===== config.mk =====
export PLATFORM = sky130hd
export DESIGN_NAME = record_field_extract_sum_top
export DESIGN_NICKNAME = d
export VERILOG_FILES = /design/src/hw/rtl/rfes_pkg.sv /design/src/hw/rtl/rfes_in_stage.sv /design/src/hw/rtl/rfes_parse.sv /design/src/hw/rtl/rfes_out_stage.sv /design/src/hw/rtl/record_field_extract_sum_top.sv
export SDC_FILE = /design/constraint.sdc
export NUM_CORES = 1
export LEC_CHECK = 0
export BUFFER_PORTS_ARGS = -buffer_cell sky130_fd_sc_hd__buf_2
export CORE_MARGIN = 10
export CORE_UTILIZATION = 35
export DETAILED_ROUTE_END_ITERATION = 10
export PLACE_DENSITY = 0.5
export SYNTH_ARGS = -nofsm -noshare
export SYNTH_HDL_FRONTEND = slang
export SYNTH_SLANG_ARGS = --single-unit
export TNS_END_PERCENT = 5

===== constraint.sdc =====
create_clock -name clk -period 15.65 [get_ports clk]
set_clock_uncertainty 0.2 [all_clocks]
set_input_delay 0.7825 -clock clk [delete_from_list [all_inputs] [get_ports clk]]
set_output_delay 0.7825 -clock clk [all_outputs]
set_load 0.02 [all_outputs]

===== src/hw/rtl/rfes_pkg.sv =====
`default_nettype none

package rfes_pkg;

	localparam int MAX_SLOT_COUNT_DEF = 256;

	localparam logic [31:0] OBJ_MAGIC = 32'h4E58534F;
	localparam logic [7:0]  CONT_BIT  = 8'h80;
	localparam logic [7:0]  BITS_MASK = 8'h7F;
	localparam logic [16:0] POS_MAX   = 17'h1FFFF;

	typedef enum logic [2:0] {
		PH_MAGIC,
		PH_LENGTH,
		PH_MASK,
		PH_SKIPMASK,
		PH_TABLE,
		PH_VALUE,
		PH_DONE
	} phase_t;

	typedef enum logic [1:0] {
		LK_UNDECIDED,
		LK_PRESENT,
		LK_ABSENT,
		LK_BEHIND
	} lookup_t;

	typedef enum logic [2:0] {
		ST_OK        = 3'd0,
		ST_BAD_MAGIC = 3'd1,
		ST_ABSENT    = 3'd2,
		ST_TRUNCATED = 3'd3,
		ST_BEHIND    = 3'd4
	} status_t;

	typedef struct packed {
		logic [7:0] data_byte;
		logic       last_byte;
		logic       first_of_batch;
	} item_t;

	typedef struct packed {
		status_t            status;
		logic [15:0]        field_offset;
		logic signed [63:0] field_value;
		logic signed [63:0] running_sum;
	} result_t;

	// expected magic byte at a given position of the first word
	function automatic logic [7:0] magic_byte(input logic [1:0] idx);
		logic [7:0] r;
		case (idx)
			2'd0: r = OBJ_MAGIC[7:0];
			2'd1: r = OBJ_MAGIC[15:8];
			2'd2: r = OBJ_MAGIC[23:16];
			2'd3: r = OBJ_MAGIC[31:24];
			default: r = OBJ_MAGIC[7:0];
		endcase
		return r;
	endfunction

endpackage

`default_nettype wire


===== src/hw/rtl/rfes_in_stage.sv =====
`default_nettype none

module rfes_in_stage
	import rfes_pkg::*;
(
	input  wire logic       clk,
	input  wire logic       arst_n,
	input  wire logic       in_valid,
	output logic            in_ready,
	input  wire item_t      item_in,
	input  wire logic       step,
	output logic            valid_s1,
	output item_t           item_s1
);

	// register frees up in the same cycle its item moves on
	assign in_ready = !valid_s1 || step;

	always_ff @(posedge clk or negedge arst_n) begin
		if (!arst_n) begin
			valid_s1 <= 1'b0;
		end else if (in_ready) begin
			valid_s1 <= in_valid;
		end
	end

	always_ff @(posedge clk) begin
		if (in_ready && in_valid) begin
			item_s1 <= item_in;
		end
	end

endmodule

`default_nettype wire


===== src/hw/rtl/rfes_parse.sv =====
`default_nettype none

module rfes_parse
	import rfes_pkg::*;
#(
	parameter int MAX_SLOT_COUNT = MAX_SLOT_COUNT_DEF
) (
	input  wire logic       clk,
	input  wire logic       arst_n,
	input  wire logic       cfg_we,
	input  wire logic [7:0] cfg_wdata,
	input  wire logic       step,
	input  wire item_t      item_s1,
	output result_t         res
);

	logic [7:0]  slot_q;
	logic [16:0] pos_q, pos_n;
	logic        magic_q, magic_n;
	logic [8:0]  sc_q, sc_n;
	logic [8:0]  ti_q, ti_n;
	phase_t      phase_q, phase_n;
	lookup_t     lk_q, lk_n;
	logic [16:0] ts_q, ts_n;
	logic [15:0] ro_q, ro_n;
	logic [63:0] val_q, val_n;
	logic [63:0] sum_q, sum_n, sum_base;

	logic [7:0]  b;
	logic [6:0]  bits;
	logic [8:0]  slot_gap;
	logic [2:0]  lim;
	logic [2:0]  cnt;
	logic        found;
	logic [17:0] pos18, ot, ro18;
	logic [2:0]  k;
	logic [31:0] slot_w;
	status_t     st;

	always_ff @(posedge clk or negedge arst_n) begin
		if (!arst_n) begin
			slot_q <= '0;
		end else if (cfg_we) begin
			slot_q <= cfg_wdata;
		end
	end

	always_comb begin
		b        = item_s1.data_byte;
		bits     = b[6:0] & BITS_MASK[6:0];
		pos18    = {1'b0, pos_q};
		slot_w   = 32'(slot_q);
		slot_gap = {1'b0, slot_q} - sc_q;
		found    = slot_gap < 9'd7;
		lim      = found ? slot_gap[2:0] : 3'd7;
		ot       = {1'b0, ts_q} + {8'b0, ti_q, 1'b0};
		ro18     = {2'b0, ro_q};
		k        = 3'(pos18 - ro18);
		cnt      = '0;
		// set bits of slots below the configured one
		for (int i = 0; i < 7; i++) begin
			if (3'(i) < lim && bits[i]) begin
				cnt = cnt + 3'd1;
			end
		end

		pos_n   = pos_q;
		magic_n = magic_q;
		sc_n    = sc_q;
		ti_n    = ti_q;
		phase_n = phase_q;
		lk_n    = lk_q;
		ts_n    = ts_q;
		ro_n    = ro_q;
		val_n   = val_q;

		if (pos_q != POS_MAX) begin
			pos_n = pos_q + 17'd1;
			case (phase_q)
				PH_MAGIC: begin
					if (b != magic_byte(pos_q[1:0])) begin
						magic_n = 1'b0;
					end
					if (pos_q >= 17'd3) begin
						phase_n = PH_LENGTH;
					end
				end
				PH_LENGTH: begin
					if (pos_q >= 17'd7) begin
						if (!magic_q) begin
							phase_n = PH_DONE;
						end else if (slot_w >= 32'(MAX_SLOT_COUNT)) begin
							lk_n    = LK_ABSENT;
							phase_n = PH_DONE;
						end else begin
							sc_n    = '0;
							ti_n    = '0;
							phase_n = PH_MASK;
						end
					end
				end
				PH_MASK: begin
					ti_n = ti_q + {6'b0, cnt};
					if (found) begin
						if (!bits[lim]) begin
							lk_n    = LK_ABSENT;
							phase_n = PH_DONE;
						end else begin
							lk_n = LK_PRESENT;
							if ((b & CONT_BIT) != 8'd0) begin
								phase_n = PH_SKIPMASK;
							end else begin
								ts_n    = pos_q + 17'd1;
								phase_n = PH_TABLE;
							end
						end
					end else begin
						sc_n = sc_q + 9'd7;
						if ((b & CONT_BIT) == 8'd0) begin
							lk_n    = LK_ABSENT;
							phase_n = PH_DONE;
						end
					end
				end
				PH_SKIPMASK: begin
					if ((b & CONT_BIT) == 8'd0) begin
						ts_n    = pos_q + 17'd1;
						phase_n = PH_TABLE;
					end
				end
				PH_TABLE: begin
					if (pos18 == ot) begin
						ro_n = {8'b0, b};
					end else if (pos18 == ot + 18'd1) begin
						ro_n = {b, ro_q[7:0]};
						if ({2'b0, ro_n} < pos18 + 18'd1) begin
							lk_n    = LK_BEHIND;
							phase_n = PH_DONE;
						end else begin
							phase_n = PH_VALUE;
						end
					end
				end
				PH_VALUE: begin
					if (pos18 >= ro18 && pos18 <= ro18 + 18'd7) begin
						val_n = val_q | ({56'b0, b} << {k, 3'b000});
						if (k == 3'd7) begin
							phase_n = PH_DONE;
						end
					end
				end
				default: begin
				end
			endcase
		end

		if (pos_q < 17'd7) begin
			st = ST_TRUNCATED;
		end else if (!magic_n) begin
			st = ST_BAD_MAGIC;
		end else if (lk_n == LK_ABSENT) begin
			st = ST_ABSENT;
		end else if (lk_n == LK_BEHIND) begin
			st = ST_BEHIND;
		end else if (lk_n == LK_PRESENT && phase_n == PH_DONE) begin
			st = ST_OK;
		end else begin
			st = ST_TRUNCATED;
		end

		// batch flag only counts on a record's first byte
		sum_base = (pos_q == 17'd0 && item_s1.first_of_batch) ? 64'd0 : sum_q;
		sum_n    = sum_base;
		if (item_s1.last_byte && st == ST_OK) begin
			sum_n = sum_base + val_n;
		end

		res.status       = st;
		res.field_offset = (st == ST_OK || st == ST_BEHIND) ? ro_n : 16'd0;
		res.field_value  = (st == ST_OK) ? val_n : 64'd0;
		res.running_sum  = sum_n;
	end

	always_ff @(posedge clk or negedge arst_n) begin
		if (!arst_n) begin
			pos_q   <= '0;
			magic_q <= 1'b1;
			sc_q    <= '0;
			ti_q    <= '0;
			phase_q <= PH_MAGIC;
			lk_q    <= LK_UNDECIDED;
			ts_q    <= '0;
			ro_q    <= '0;
			val_q   <= '0;
			sum_q   <= '0;
		end else if (step) begin
			sum_q <= sum_n;
			if (item_s1.last_byte) begin
				pos_q   <= '0;
				magic_q <= 1'b1;
				sc_q    <= '0;
				ti_q    <= '0;
				phase_q <= PH_MAGIC;
				lk_q    <= LK_UNDECIDED;
				ts_q    <= '0;
				ro_q    <= '0;
				val_q   <= '0;
			end else begin
				pos_q   <= pos_n;
				magic_q <= magic_n;
				sc_q    <= sc_n;
				ti_q    <= ti_n;
				phase_q <= phase_n;
				lk_q    <= lk_n;
				ts_q    <= ts_n;
				ro_q    <= ro_n;
				val_q   <= val_n;
			end
		end
	end

endmodule

`default_nettype wire


===== src/hw/rtl/rfes_out_stage.sv =====
`default_nettype none

module rfes_out_stage
	import rfes_pkg::*;
(
	input  wire logic   clk,
	input  wire logic   arst_n,
	input  wire logic   load,
	input  wire result_t res,
	output logic        out_free,
	output logic        out_valid,
	input  wire logic   out_ready,
	output result_t     res_q
);

	assign out_free = !out_valid || out_ready;

	always_ff @(posedge clk or negedge arst_n) begin
		if (!arst_n) begin
			out_valid <= 1'b0;
		end else if (out_free) begin
			out_valid <= load;
		end
	end

	always_ff @(posedge clk) begin
		if (out_free && load) begin
			res_q <= res;
		end
	end

endmodule

`default_nettype wire


===== src/hw/rtl/record_field_extract_sum_top.sv =====
// a record's last byte passes through the input register, and its result is then loaded into the result register
// throughput: one byte item per cycle, sustained, with a free-running output side
// per byte: one popcount over seven mask bits and a few compares between two registers
// reset (arst_n low, asynchronous): both stages empty, slot 0, running sum 0, parser at magic
`default_nettype none

module record_field_extract_sum_top
	import rfes_pkg::*;
#(
	parameter int MAX_SLOT_COUNT = MAX_SLOT_COUNT_DEF
) (
	input  wire logic               clk,
	input  wire logic               arst_n,
	// slot register
	input  wire logic               cfg_we,
	input  wire logic [7:0]         cfg_wdata,
	// byte items in
	input  wire logic               in_valid,
	output logic                    in_ready,
	input  wire logic [7:0]         data_byte,
	input  wire logic               last_byte,
	input  wire logic               first_of_batch,
	// result items out
	output logic                    out_valid,
	input  wire logic               out_ready,
	output logic [2:0]              status,
	output logic [15:0]             field_offset,
	output logic signed [63:0]      field_value,
	output logic signed [63:0]      running_sum
);

	item_t   item_in;
	item_t   item_s1;
	logic    valid_s1;
	logic    step;
	logic    out_free;
	result_t res;
	result_t res_q;

	assign item_in.data_byte      = data_byte;
	assign item_in.last_byte      = last_byte;
	assign item_in.first_of_batch = first_of_batch;

	// a byte in the input register moves on unless it is a last byte
	// and the result register is still holding an untaken item
	assign step = valid_s1 && (!item_s1.last_byte || out_free);

	// input register
	rfes_in_stage u_in (
		.clk      (clk),
		.arst_n   (arst_n),
		.in_valid (in_valid),
		.in_ready (in_ready),
		.item_in  (item_in),
		.step     (step),
		.valid_s1 (valid_s1),
		.item_s1  (item_s1)
	);

	// per-record parse state, lookup walk, value capture and running sum
	rfes_parse #(
		.MAX_SLOT_COUNT (MAX_SLOT_COUNT)
	) u_parse (
		.clk       (clk),
		.arst_n    (arst_n),
		.cfg_we    (cfg_we),
		.cfg_wdata (cfg_wdata),
		.step      (step),
		.item_s1   (item_s1),
		.res       (res)
	);

	// result register, loaded only by a last byte
	rfes_out_stage u_out (
		.clk       (clk),
		.arst_n    (arst_n),
		.load      (step && item_s1.last_byte),
		.res       (res),
		.out_free  (out_free),
		.out_valid (out_valid),
		.out_ready (out_ready),
		.res_q     (res_q)
	);

	assign status       = res_q.status;
	assign field_offset = res_q.field_offset;
	assign field_value  = res_q.field_value;
	assign running_sum  = res_q.running_sum;

endmodule

`default_nettype wire

==> results.txt, run 1 <==
----------------------------------------------------
[Power]
  Peak supply drop ... between 0.06 and 0.07 mV
  Switching share of total power ... 27.0%
  Power density normalized to cell area ... about 90 nW/µm²
  Sw Pwr ... around 0.65 mW
  Logic gate share of total power ... about an eighth
  Int Power ... about 1.8 mW
  Power share of the clock group ... approximately 44%
  Leak ... between 10 and 15 nW
  Sequential share of power ... a little over two fifths

[Setup path]
  Stages on worst setup path ... 28
  Path depth of the worst reg2reg path ... 28
  Kind of start point of the critical path ... flop
  Number of buffers and inverters on the critical path ... 2
  Peak per-stage delay on the critical path ... about 600 ps
  Library cell contributing the largest single delay on the critical path ... sky130_fd_sc_hd__nor2_1
  Dominant delay contributor by cell family on the critical path ... compound AO/OA/AOI/OAI gates
  Kind of critical path ... reg2reg
  WP data required ... roughly 16000 ps
  Arrival time of the worst setup path ... ~8100 ps
  Startpoint of the worst register-to-register path ... u_parse.ro_q[1]
  Worst reg2reg path endpoint ... u_out.res_q[63]
  Category of the worst setup path capture point ... flop
  Maximum fanout count along the critical path ... 8
  Setup slack of the worst register-to-register path ... a little under 8000 ps

[Clock network]
  Resized Gates After CTS ... 0
  TritonCTS clock tree ... built
  Setup Buffers After CTS ... 0
  H-tree lvl count ... 2
  CTS max path bufs ... 3
  Clock slew seen by the registers of the worst setup and hold paths ... about 60 ps
  Worst skew pair latency ... just under 600 ps
  Total number of clock tree sinks ... about 370
  TritonCTS Buffers ... 44
  Root Buffer Master ... sky130_fd_sc_hd__clkbuf_16
  # hold bufs at CTS ... 0

[Die]
  Number of core rows ... 94
  Die footprint ... approximately 77000 µm²
  Die boundary height ... 278 µm
  Standard cell core area ... 66000 µm²
  Initial core utilization ... 35.4%
  Number of top-level design ports ... between 150 and 200
  Die Wd ... between 200 and 300 µm

[STA]
  Number of hold violations in the final report ... 0
  Final Setup Violations ... 0
  Number of max-slew violations in the final report ... 0
  Hold Slack ... 27.9 ps
  Highest attainable clock frequency ... roughly 130 MHz
  Unrepaired setup endpoints after global routing ... false
  Shortest clock period the worst path allows after layout ... between 7000 and 8000 ps
  Setup total negative slack ... 0 ps
  Pin slew with the least headroom to its limit ... ~1300 ps
  Relative slew slack ... between 10% and 20%
  Fin crit share ... 50.9%

[Layout]
  Fraction of final layout cells with drive strength greater than 1 ... about 14%
  Area growth from synthesis to layout ... 13.7%
  Fillcell total ... 6499
  Antenna Diode Count ... 0
  Nets ... about 2800

[Yosys]
  Mean area per synthesized cell ... roughly 9.5 µm²
  Post-Syn Instances ... 2458
  Async set or reset register ratio after synthesis ... a little under three fifths
  Synth Net Count ... between 2000 and 3000
  Post-synthesis sequential element count ... roughly 370
  Post-synthesis instance area ... ~23000 µm²
  Warning count from the yosys run ... 0
  Number of enable flip-flop cells after synthesis ... ~160
  Netlist cell types ... 76
  Most frequently used flop master after synthesis ... sky130_fd_sc_hd__dfrtp_1
  Portion of the post-synthesis area used by sequential elements ... 42.9%

[Routing]
  Detail-routed via count per cell ... roughly 5.5
  Remaining antenna violation count after routing ... 0
  1st-iter DRT viols ... about 1600
  Detailed-route wire length ... about 75 mm
  1st-pass router iterations ... 5
  Post-route DRC ... 0
  Vias ... 19200
  Avg WL per Cell ... around 22 µm

[Job]
  Maximum Capacitance Violations ... 0

[GRT]
  Via count of the first global-routing pass ... ~19000
  First-pass GRT wire length ... roughly 120 mm
  GRT Overall Usage ... roughly a fifth
  Antenna violations before repair ... 2
  Final global-route overflow total ... 0
  Pin count of the biggest net entering global routing ... 90

[Run status]
  Result of the run ... complete, no violations

[Place]
  HPWL reported at the end of detailed placement ... around 53 mm
  Last weighted congestion value of the routability-driven placer ... approximately 0.90
  IO Port Bufs ... around 170

[Worst hold path]
  Min-delay worst type ... in2async

----------------------------------------------------
## Yosys cell counts, drive strengths merged (13+ instances only)
master   count  area (µm²)
buf         19        85.1
xor2        46         403
a31oi       16         100
and3        22         138
edfxtp     157        4710
a21oi      187         936
a21o        52         390
ha         147        1840
nand3       45         225
o21ai      188         941
nand2      146         548
clkbuf     104         390
dfrtp      211        5280
xnor2       93         815
and2        79         494
nand2b      17         106
inv        135         507
nor2       301        1130
o21a        19         143
o21bai      16         120
a22o        66         578
nor2b       18         113
mux2i       18         180
or2         13        81.3
mux2        71         800
nor3        30         150
nor4        13        96.3
nand4       32         200
o2bb2ai     17         149
## registers in the layout, summed over array words and instances (netlist names), 2 cells and up
register         flops
u_parse.sc_q         9
u_parse.lk_q         2
u_parse.ti_q         9
u_parse.val_q       64
u_parse.sum_q       64
u_parse.ts_q        17
u_parse.slot_q       8
u_parse.pos_q       17
u_parse.ro_q        16
u_parse.phase_q      3
u_in.item_s1        10
u_out.res_q        147
## cells in the final DEF (no fill, tap or decap), types with 18 or more instances in the layout
cell type | synthesis | routed
sky130_fd_sc_hd__mux2i_1 | 18 | 18
sky130_fd_sc_hd__clkbuf_16 | 0 | 46
sky130_fd_sc_hd__nand2_1 | 146 | 144
sky130_fd_sc_hd__and3_1 | 22 | 22
sky130_fd_sc_hd__buf_4 | 0 | 26
sky130_fd_sc_hd__nand4_1 | 32 | 32
sky130_fd_sc_hd__dfrtp_1 | 211 | 211
sky130_fd_sc_hd__nand3_1 | 45 | 44
sky130_fd_sc_hd__nor2_1 | 299 | 297
sky130_fd_sc_hd__nor2b_1 | 18 | 18
sky130_fd_sc_hd__inv_1 | 135 | 134
sky130_fd_sc_hd__nor3_1 | 30 | 29
sky130_fd_sc_hd__o21a_1 | 19 | 19
sky130_fd_sc_hd__xnor2_1 | 93 | 93
sky130_fd_sc_hd__and2_1 | 79 | 78
sky130_fd_sc_hd__ha_1 | 147 | 147
sky130_fd_sc_hd__o21ai_0 | 185 | 185
sky130_fd_sc_hd__xor2_1 | 46 | 46
sky130_fd_sc_hd__edfxtp_1 | 157 | 157
sky130_fd_sc_hd__mux2_2 | 71 | 71
sky130_fd_sc_hd__buf_2 | 11 | 170
sky130_fd_sc_hd__a21o_1 | 52 | 51
sky130_fd_sc_hd__a22o_1 | 66 | 66
sky130_fd_sc_hd__a21oi_1 | 187 | 187
## per-stage QoR
stage               power [mW]  setup WS, ps  util [%]  instances  instance area, µm²
finish                    2.40          7690      40.3       3478               26600
global route              2.50          6940      40.3       3478               26600
CTS                       2.44          7750      40.3       3478               26600
detailed placement        1.36          7780      38.0       3396               25100
global placement          1.35          7860      38.0       3396               25100
floorplan                 1.25          8750         -       2458               23400
## power by group through the flow
stage,clock network (mW),logic (mW),registers [mW]
after floorplan,0,0.163,1.09
after global placement,0,0.278,1.08
after detailed placement,0,0.281,1.08
after CTS,1.09,0.283,1.06
after global routing,1.13,0.311,1.06
final,1.06,0.280,1.06
## worst max path at each step
stage	slack, ps	from	to
after global placement	7860	u_parse.ro_q[1]	u_out.res_q[63]
after CTS	7750	u_parse.ro_q[1]	u_out.res_q[63]
after floorplan	8750	u_parse.slot_q[0]	u_parse.ti_q[8]
final	7690	u_parse.ro_q[1]	u_out.res_q[63]
after detailed placement	7780	u_parse.ro_q[1]	u_out.res_q[63]
after global routing	6940	u_parse.ro_q[1]	u_out.res_q[63]
## cell type report
cell class / instances / area [µm²] / share of cell area, %
Inverter: 135 / 512 / 1.93
Sequential cell: 369 / 10000 / 37.7
Tap cell: 864 / 1080 / 4.07
Clock buffer: 58 / 1240 / 4.65
Multi-Input combinational cell: 1831 / 12400 / 46.7
Timing Repair Buffer: 197 / 1060 / 3.99
Clock inverter: 24 / 248 / 0.933
## kinds of logic after synthesis
kind of cell | after synthesis | synth area share, %
flip-flops | 369 | 42.9
adder cells (fa/ha/maj) | 152 | 8.30
AND/OR/NAND/NOR | 765 | 15.8
buffers and inverters | 258 | 4.21
multiplexers | 90 | 4.29
XOR/XNOR | 146 | 5.89
AO/OA/AOI/OAI | 678 | 18.6
## per-layer routing
metal	routed length [µm]	up-vias	track usage (%)
met5	0	-	0
met4	2040	0	5.64
met3	3980	121	3.24
met2	34300	534	30.8
met1	34900	9493	25.8
li1	-	9092	-
(Power assumes the default switching activity.)
==> inputs of run 2 (changes only) <==
- clock period: 15.65 -> 7.8 ns (I/O delays scaled with it)
==> run 2 against run 1 <==
Effect of this change:
- critical path depth is 3 higher
- critical path type unchanged
- register-to-register slack lost 7200 ps
- hold slack improved by 5.5 ps
- maximum frequency up 9.0%
- non-clock buffer count grew 64
- core utilization rose by 0.74 points
- clock power grew 90%
==> results.txt, run 2 (synthesis results as in run 1) <==
----------------------------------------------------
[Worst hold path]
  Min-delay worst type ... in2reg (was in2async)
  Hold Path Cell Cnt ... 2
  Beginning of the worst hold path ... cfg_we
  Worst Hold End ... u_parse.slot_q[2]

[GRT]
  Routing usage on met3 ... 2.80% (was 3.24%)
  First-pass GRT wire length ... 117 mm (about the same)
  Via count of the first global-routing pass ... 19400 (was 19300)
  Pin count of the biggest net entering global routing ... 103 (was 90)
  Global routing met1 resource utilization ... 25.9% (was 25.8%)
  Final global-route overflow total ... 0 (unchanged)
  Met2 track demand over resource in global routing ... 31.4% (was 30.8%)
  GRT Overall Usage ... 19.1% (was 19.0%)
  Busiest grt layer ... met2 (unchanged)
  Antenna violations before repair ... 1 (was 2)

[Layout]
  Commonest non-fill, non-tap cells in the layout ... sky130_fd_sc_hd__nor2_1 (297), sky130_fd_sc_hd__dfrtp_1 (211), sky130_fd_sc_hd__a21oi_1 (185), sky130_fd_sc_hd__o21ai_0 (182), sky130_fd_sc_hd__buf_2 (170) (was sky130_fd_sc_hd__nor2_1 (297), sky130_fd_sc_hd__dfrtp_1 (211), sky130_fd_sc_hd__a21oi_1 (187), sky130_fd_sc_hd__o21ai_0 (185), sky130_fd_sc_hd__buf_2 (170))
  Area growth from synthesis to layout ... 15.8% (was 13.7%)
  Leading cell type in the layout, fill and taps excluded ... sky130_fd_sc_hd__nor2_1 (unchanged)
  Antenna Diode Count ... 0 (unchanged)
  Biggest register ... u_out.res_q (unchanged)
  Flip-flop count of the largest register, all copies and words added ... 147 (unchanged)
  Nets ... 2815 (was 2753)
  Biggest regs ... u_out.res_q: 147 flops, u_parse.sum_q: 64 flops, u_parse.val_q: 64 flops (unchanged)
  Fraction of final layout cells with drive strength greater than 1 ... 15.7% (was 14.3%)
  Share of the core filled with cells in the final layout ... 41.0% (was 40.3%)
  Final cell count without fillers ... 3538 (was 3478)

[Routing]
  Remaining antenna violation count after routing ... 0 (unchanged)
  Detail-routed via count per cell ... 5.48 (was 5.53)
  Vias ... 19400 (was 19200)
  1st-iter DRT viols ... 1347 (was 1605)
  Post-route DRC ... 0 (unchanged)
  Avg WL per Cell ... 21.4 µm (was 21.6 µm)
  Detailed-route wire length ... 75.5 mm (was 75.2 mm)
  1st-pass router iterations ... 5 (unchanged)

[Setup path]
  Startpoint of the worst register-to-register path ... u_parse.sc_q[5] (was u_parse.ro_q[1])
  Path depth of the worst reg2reg path ... 31 (was 28)
  Peak per-stage delay on the critical path ... 430 ps (was 600 ps)
  Worst reg2reg path endpoint ... u_parse.ti_q[8] (was u_out.res_q[63])
  CP dominant cell by count ... sky130_fd_sc_hd__ha_1
  WP data required ... 8040 ps (was 15800 ps)
  Kind of start point of the critical path ... flop (unchanged)
  Category of the worst setup path capture point ... flop (unchanged)
  Kind of critical path ... reg2reg (unchanged)
  Setup slack of the worst register-to-register path ... 500 ps (was 7690 ps)
  Maximum fanout count along the critical path ... 6 (was 8)
  Library cell contributing the largest single delay on the critical path ... sky130_fd_sc_hd__or4_1 (was sky130_fd_sc_hd__nor2_1)
  Arrival time of the worst setup path ... 7540 ps (was 8110 ps)

[STA]
  Highest attainable clock frequency ... 137 MHz (was 126 MHz)
  Final Setup Violations ... 0 (unchanged)
  Pin slew with the least headroom to its limit ... 1020 ps (was 1260 ps)
  Fin crit share ... 93.7% (was 50.9%)
  Setup total negative slack ... 0 ps (unchanged)
  Shortest clock period the worst path allows after layout ... 7300 ps (was 7960 ps)
  Unrepaired setup endpoints after global routing ... false (unchanged)
  Number of hold violations in the final report ... 0 (unchanged)
  Relative slew slack ... 31.7% (was 15.8%)
  Number of max-slew violations in the final report ... 0 (unchanged)
  Minimum setup slack in the final design ... 495 ps (was 7690 ps)
  Hold Slack ... 33.4 ps (was 27.9 ps)

[Die]
  Standard cell core area ... 66000 µm² (unchanged)
  Number of core rows ... 94 (unchanged)
  Die boundary height ... 278 µm (unchanged)
  Initial core utilization ... 35.4% (unchanged)
  Die Wd ... 278 µm (unchanged)
  Number of top-level design ports ... 172 (unchanged)
  Die footprint ... 77500 µm² (unchanged)

[Clock network]
  CTS max path bufs ... 3 (unchanged)
  Total number of clock tree sinks ... 369 (unchanged)
  Root Buffer Master ... sky130_fd_sc_hd__clkbuf_16 (unchanged)
  TritonCTS Buffers ... 42 (was 44)
  Setup Buffers After CTS ... 0 (unchanged)
  Clock slew seen by the registers of the worst setup and hold paths ... 60 ps (about the same)
  H-tree lvl count ... 2 (unchanged)
  Worst skew pair latency ... 590 ps (about the same)
  TritonCTS clock tree ... built (unchanged)

[Place]
  Placed instance count ... 3437 (was 3396)
  IO Port Bufs ... 171 (unchanged)
  HPWL reported at the end of detailed placement ... 53.9 mm (was 52.5 mm)
  Last weighted congestion value of the routability-driven placer ... 0.922 (was 0.900)
  Setup slack at placement ... 89.1 ps (was 7780 ps)

[Power]
  Power density normalized to cell area ... 174 nW/µm² (was 90.4 nW/µm²)
  Peak supply drop ... 0.126 mV (was 0.0657 mV)
  Leak ... 12.2 nW (was 12.0 nW)

[Run status]
  Result of the run ... complete, no violations (unchanged)

[Job]
  Maximum Capacitance Violations ... 0 (unchanged)

----------------------------------------------------
## run 2: through the flow
| step | power (mW) | area [µm²] |
|---|---|---|
| 6_report | 4.71 | 27100 |
| 5_1_grt | 4.91 | 27100 |
| 4_1_cts | 4.77 | 27000 |
| 3_5_place_dp | 2.72 | 25400 |
| 3_3_place_gp | 2.71 | 25400 |
| 2_1_floorplan | 2.52 | 23400 |
## run 2: worst max-delay path by stage
stage | from | endpoint | slack, ps | depth (start not counted)
after floorplan | u_parse.slot_q[0] | u_parse.ti_q[8] | 900 | 33
after global placement | u_parse.ro_q[1] | u_out.res_q[62] | 390 | 31
after detailed placement | u_parse.ro_q[1] | u_out.res_q[62] | 90 | 31
after CTS | u_parse.ro_q[1] | u_out.res_q[62] | 40 | 31
after global routing | u_parse.ro_q[1] | u_out.res_q[62] | 30 | 31
final | u_parse.sc_q[5] | u_parse.ti_q[8] | 500 | 31
## run 2: repair_timing
item | in CTS | in global routing
setup endpoints to repair | 0 | 26
endpoints found under the hold margin | 119 | 0
gates resized for setup | 0 | 16
hold buffers | 23 | 0
## run 2: worst max-delay path: cells and delay by family, from the launching register on
family          cells  cell delay (ps)
compound gates      2              510
xor+xnor            6              950
fa+ha+maj           7             2080
buf+inv             3              230
flops               1              360
mux                 3              760
simple gates       10             2070
## run 2: power breakdown
part           internal, mW  switching [mW]
Combinational         0.191           0.381
Sequential             2.08          0.0471
Clock                  1.15           0.861
Total                  3.42            1.29
## run 2: final cells by class
| cell class | instances | area [µm²] |
|---|---|---|
| fill | 6453 | 38900 |
| tap | 864 | 1080 |
| clock inverter | 22 | 191 |
| multi-input combinational | 1831 | 12500 |
| inverter | 135 | 512 |
| sequential | 369 | 10000 |
| timing repair buffer | 261 | 1600 |
| clock buffer | 56 | 1190 |
## run 2: layer usage
metal / vias up / part of all wire (%)
li1: 9209 / -
met1: 9570 / 46
met2: 515 / 47
met3: 106 / 4.8
met4: 0 / 2.3
met5: - / 0
==> inputs of run 3 (changes only) <==
- RECOVER_POWER: unset -> 100
==> run 3 against run 2 <==
Effect of this change:
- the flow now finishes with violations (max-capacitance violations, max-slew violations)
- non-clock buffer count did not move
- maximum frequency barely moved
- hold slack improved by 1.6 ps
- sequential power barely moved
- wire length barely moved
- flip-flop and latch count did not move
- final cell count barely moved
- critical path type unchanged
==> results.txt, run 3 (synthesis results as in run 1) <==
----------------------------------------------------
[Run status]
  Result of the run ... complete, but fails checks (was complete, no violations)
  Violated checks ... max-capacitance violations, max-slew violations

[STA]
  Hold Slack ... 35.1 ps (was 33.4 ps)
  Final Setup Violations ... 0 (unchanged)
  Number of hold violations in the final report ... 0 (unchanged)
  Relative slew slack ... -267% (was 31.7%)
  Shortest clock period the worst path allows after layout ... 7310 ps (was 7300 ps)
  Minimum setup slack in the final design ... 489 ps (was 495 ps)
  Unrepaired setup endpoints after global routing ... false (unchanged)
  Setup total negative slack ... 0 ps (unchanged)
  Fin crit share ... 93.7% (about the same)
  Highest attainable clock frequency ... 137 MHz (about the same)
  Number of max-slew violations in the final report ... 358 (was 0)
  Pin slew with the least headroom to its limit ... 5500 ps (was 1020 ps)

[Die]
  Number of core rows ... 94 (unchanged)
  Standard cell core area ... 66000 µm² (unchanged)
  Initial core utilization ... 35.4% (unchanged)
  Die footprint ... 77500 µm² (unchanged)
  Die Wd ... 278 µm (unchanged)
  Die boundary height ... 278 µm (unchanged)
  Number of top-level design ports ... 172 (unchanged)

[Clock network]
  CTS max path bufs ... 3 (unchanged)
  TritonCTS Buffers ... 42 (unchanged)
  Root Buffer Master ... sky130_fd_sc_hd__clkbuf_16 (unchanged)
  Setup Buffers After CTS ... 0 (unchanged)
  H-tree lvl count ... 2 (unchanged)
  TritonCTS clock tree ... built (unchanged)
  Total number of clock tree sinks ... 369 (unchanged)
  Clock slew seen by the registers of the worst setup and hold paths ... 60 ps (about the same)
  Worst skew pair latency ... 590 ps (about the same)

[Power]
  Sw Pwr ... 1.29 mW (about the same)
  Logic gate share of total power ... 11.9% (was 12.1%)
  Switching share of total power ... 27.4% (about the same)
  Power density normalized to cell area ... 175 nW/µm² (was 174 nW/µm²)
  Sequential share of power ... 45.4% (was 45.3%)
  Leak ... 11.7 nW (was 12.2 nW)
  Power share of the clock group ... 42.7% (was 42.6%)
  Int Power ... 3.41 mW (was 3.42 mW)
  Design Power ... 4.70 mW (was 4.71 mW)
  Peak supply drop ... 0.124 mV (was 0.126 mV)

[Layout]
  Biggest regs ... u_out.res_q: 147 flops, u_parse.sum_q: 64 flops, u_parse.val_q: 64 flops (unchanged)
  Final cell count without fillers ... 3539 (was 3538)
  Leading cell type in the layout, fill and taps excluded ... sky130_fd_sc_hd__nor2_1 (unchanged)
  Flip-flop count of the largest register, all copies and words added ... 147 (unchanged)
  Area growth from synthesis to layout ... 14.7% (was 15.8%)
  Fin area ... 26800 µm² (was 27100 µm²)
  Fraction of final layout cells with drive strength greater than 1 ... 9.12% (was 15.7%)
  Biggest register ... u_out.res_q (unchanged)
  Commonest non-fill, non-tap cells in the layout ... sky130_fd_sc_hd__nor2_1 (298), sky130_fd_sc_hd__dfrtp_1 (211), sky130_fd_sc_hd__a21oi_1 (185), sky130_fd_sc_hd__o21ai_0 (184), sky130_fd_sc_hd__clkbuf_1 (168) (was sky130_fd_sc_hd__nor2_1 (297), sky130_fd_sc_hd__dfrtp_1 (211), sky130_fd_sc_hd__a21oi_1 (185), sky130_fd_sc_hd__o21ai_0 (182), sky130_fd_sc_hd__buf_2 (170))
  Nets ... 2815 (unchanged)
  Fillcell total ... 6550 (was 6453)
  Share of the core filled with cells in the final layout ... 40.6% (was 41.0%)

[Setup path]
  Critical path endpoint ... u_parse.ti_q[8] (unchanged)
  Peak per-stage delay on the critical path ... 430 ps (about the same)
  Crit path from ... u_parse.sc_q[5] (unchanged)
  Maximum fanout count along the critical path ... 6 (unchanged)
  Library cell contributing the largest single delay on the critical path ... sky130_fd_sc_hd__or4_1 (unchanged)
  Arrival time of the worst setup path ... 7550 ps (was 7540 ps)
  WP data required ... 8040 ps (about the same)
  Startpoint of the worst register-to-register path ... u_parse.sc_q[5] (unchanged)
  Path depth of the worst reg2reg path ... 31 (unchanged)
  Category of the worst setup path capture point ... flop (unchanged)
  Setup slack of the worst register-to-register path ... 490 ps (was 500 ps)
  Kind of critical path ... reg2reg (unchanged)
  Kind of start point of the critical path ... flop (unchanged)
  CP dominant cell by count ... sky130_fd_sc_hd__ha_1 (unchanged)
  Worst reg2reg path endpoint ... u_parse.ti_q[8] (unchanged)

[GRT]
  Final global-route overflow total ... 0 (unchanged)
  Pin count of the biggest net entering global routing ... 103 (unchanged)
  GRT Overall Usage ... 19.1% (unchanged)
  Antenna violations before repair ... 1 (unchanged)
  Via count of the first global-routing pass ... 19400 (unchanged)
  First-pass GRT wire length ... 117 mm (unchanged)

[Routing]
  1st-iter DRT viols ... 1424 (was 1347)
  Remaining antenna violation count after routing ... 0 (unchanged)
  Avg WL per Cell ... 21.4 µm (about the same)
  1st-pass router iterations ... 5 (unchanged)
  Vias ... 19400 (about the same)
  Post-route DRC ... 0 (unchanged)
  Detail-routed via count per cell ... 5.48 (about the same)
  Detailed-route wire length ... 75.6 mm (was 75.5 mm)

[Place]
  HPWL reported at the end of detailed placement ... 53.9 mm (unchanged)
  Setup slack at placement ... 89.1 ps (unchanged)
  Cell area after placement ... 25400 µm² (unchanged)
  IO Port Bufs ... 171 (unchanged)
  Placed instance count ... 3437 (unchanged)
  Last weighted congestion value of the routability-driven placer ... 0.922 (unchanged)

[Worst hold path]
  Min-delay worst type ... in2reg (unchanged)

[Job]
  Maximum Capacitance Violations ... 7 (was 0)

----------------------------------------------------
[run 3: layout make-up]
type	count	area [µm²]	share of cell area (%)
multi-input combinational	1831	12400	46.4
inverter	135	512	1.91
timing repair buffer	261	1360	5.08
tap	864	1080	4.04
antenna	1	2.50	0.00934
clock inverter	22	191	0.715
clock buffer	56	1190	4.43
sequential	369	10000	37.4
[run 3: power groups by stage]
stage	Combinational [mW]	Clock (mW)	Sequential (mW)
after global routing	0.622	2.14	2.14
final	0.561	2.01	2.13
after detailed placement	0.556	0	2.17
after CTS	0.569	2.07	2.13
after global placement	0.547	0	2.17
after floorplan	0.327	0	2.19
[run 3: timing repair]
item,4_1_cts,5_1_grt
hold endpoints to repair,119,0
endpoints found under the setup margin,0,26
hold buffers,23,0
gates resized for setup,0,16
[run 3: worst min path at each step]
stage | startpoint | end | slack [ps] | cells past startpoint
2_1_floorplan | arst_n | u_in.valid_s1 | -110 | 0
3_3_place_gp | u_parse.sc_q[1] | u_parse.sc_q[1] | 260 | 2
3_5_place_dp | u_parse.sum_q[56] | u_parse.sum_q[56] | 270 | 1
4_1_cts | cfg_we | u_parse.slot_q[2] | 4 | 2
5_1_grt | cfg_we | u_parse.slot_q[1] | 40 | 2
6_report | cfg_we | u_parse.slot_q[2] | 40 | 2
[run 3: worst max-delay path, delay by kind of cell (launching register included)]
kind / cells / cell delay (ps)
buf+inv: 3 / 230
mux: 3 / 760
xor+xnor: 6 / 950
fa+ha+maj: 7 / 2080
flops: 1 / 360
simple gates: 10 / 2080
compound gates: 2 / 510
[run 3: layer usage]
metal,wire [µm],track usage [%],vias to the layer above
li1,-,-,9215
met1,34900,25.9,9594
met2,35400,31.4,484
met3,3710,2.80,97
met4,1640,4.99,0
met5,0,0,-
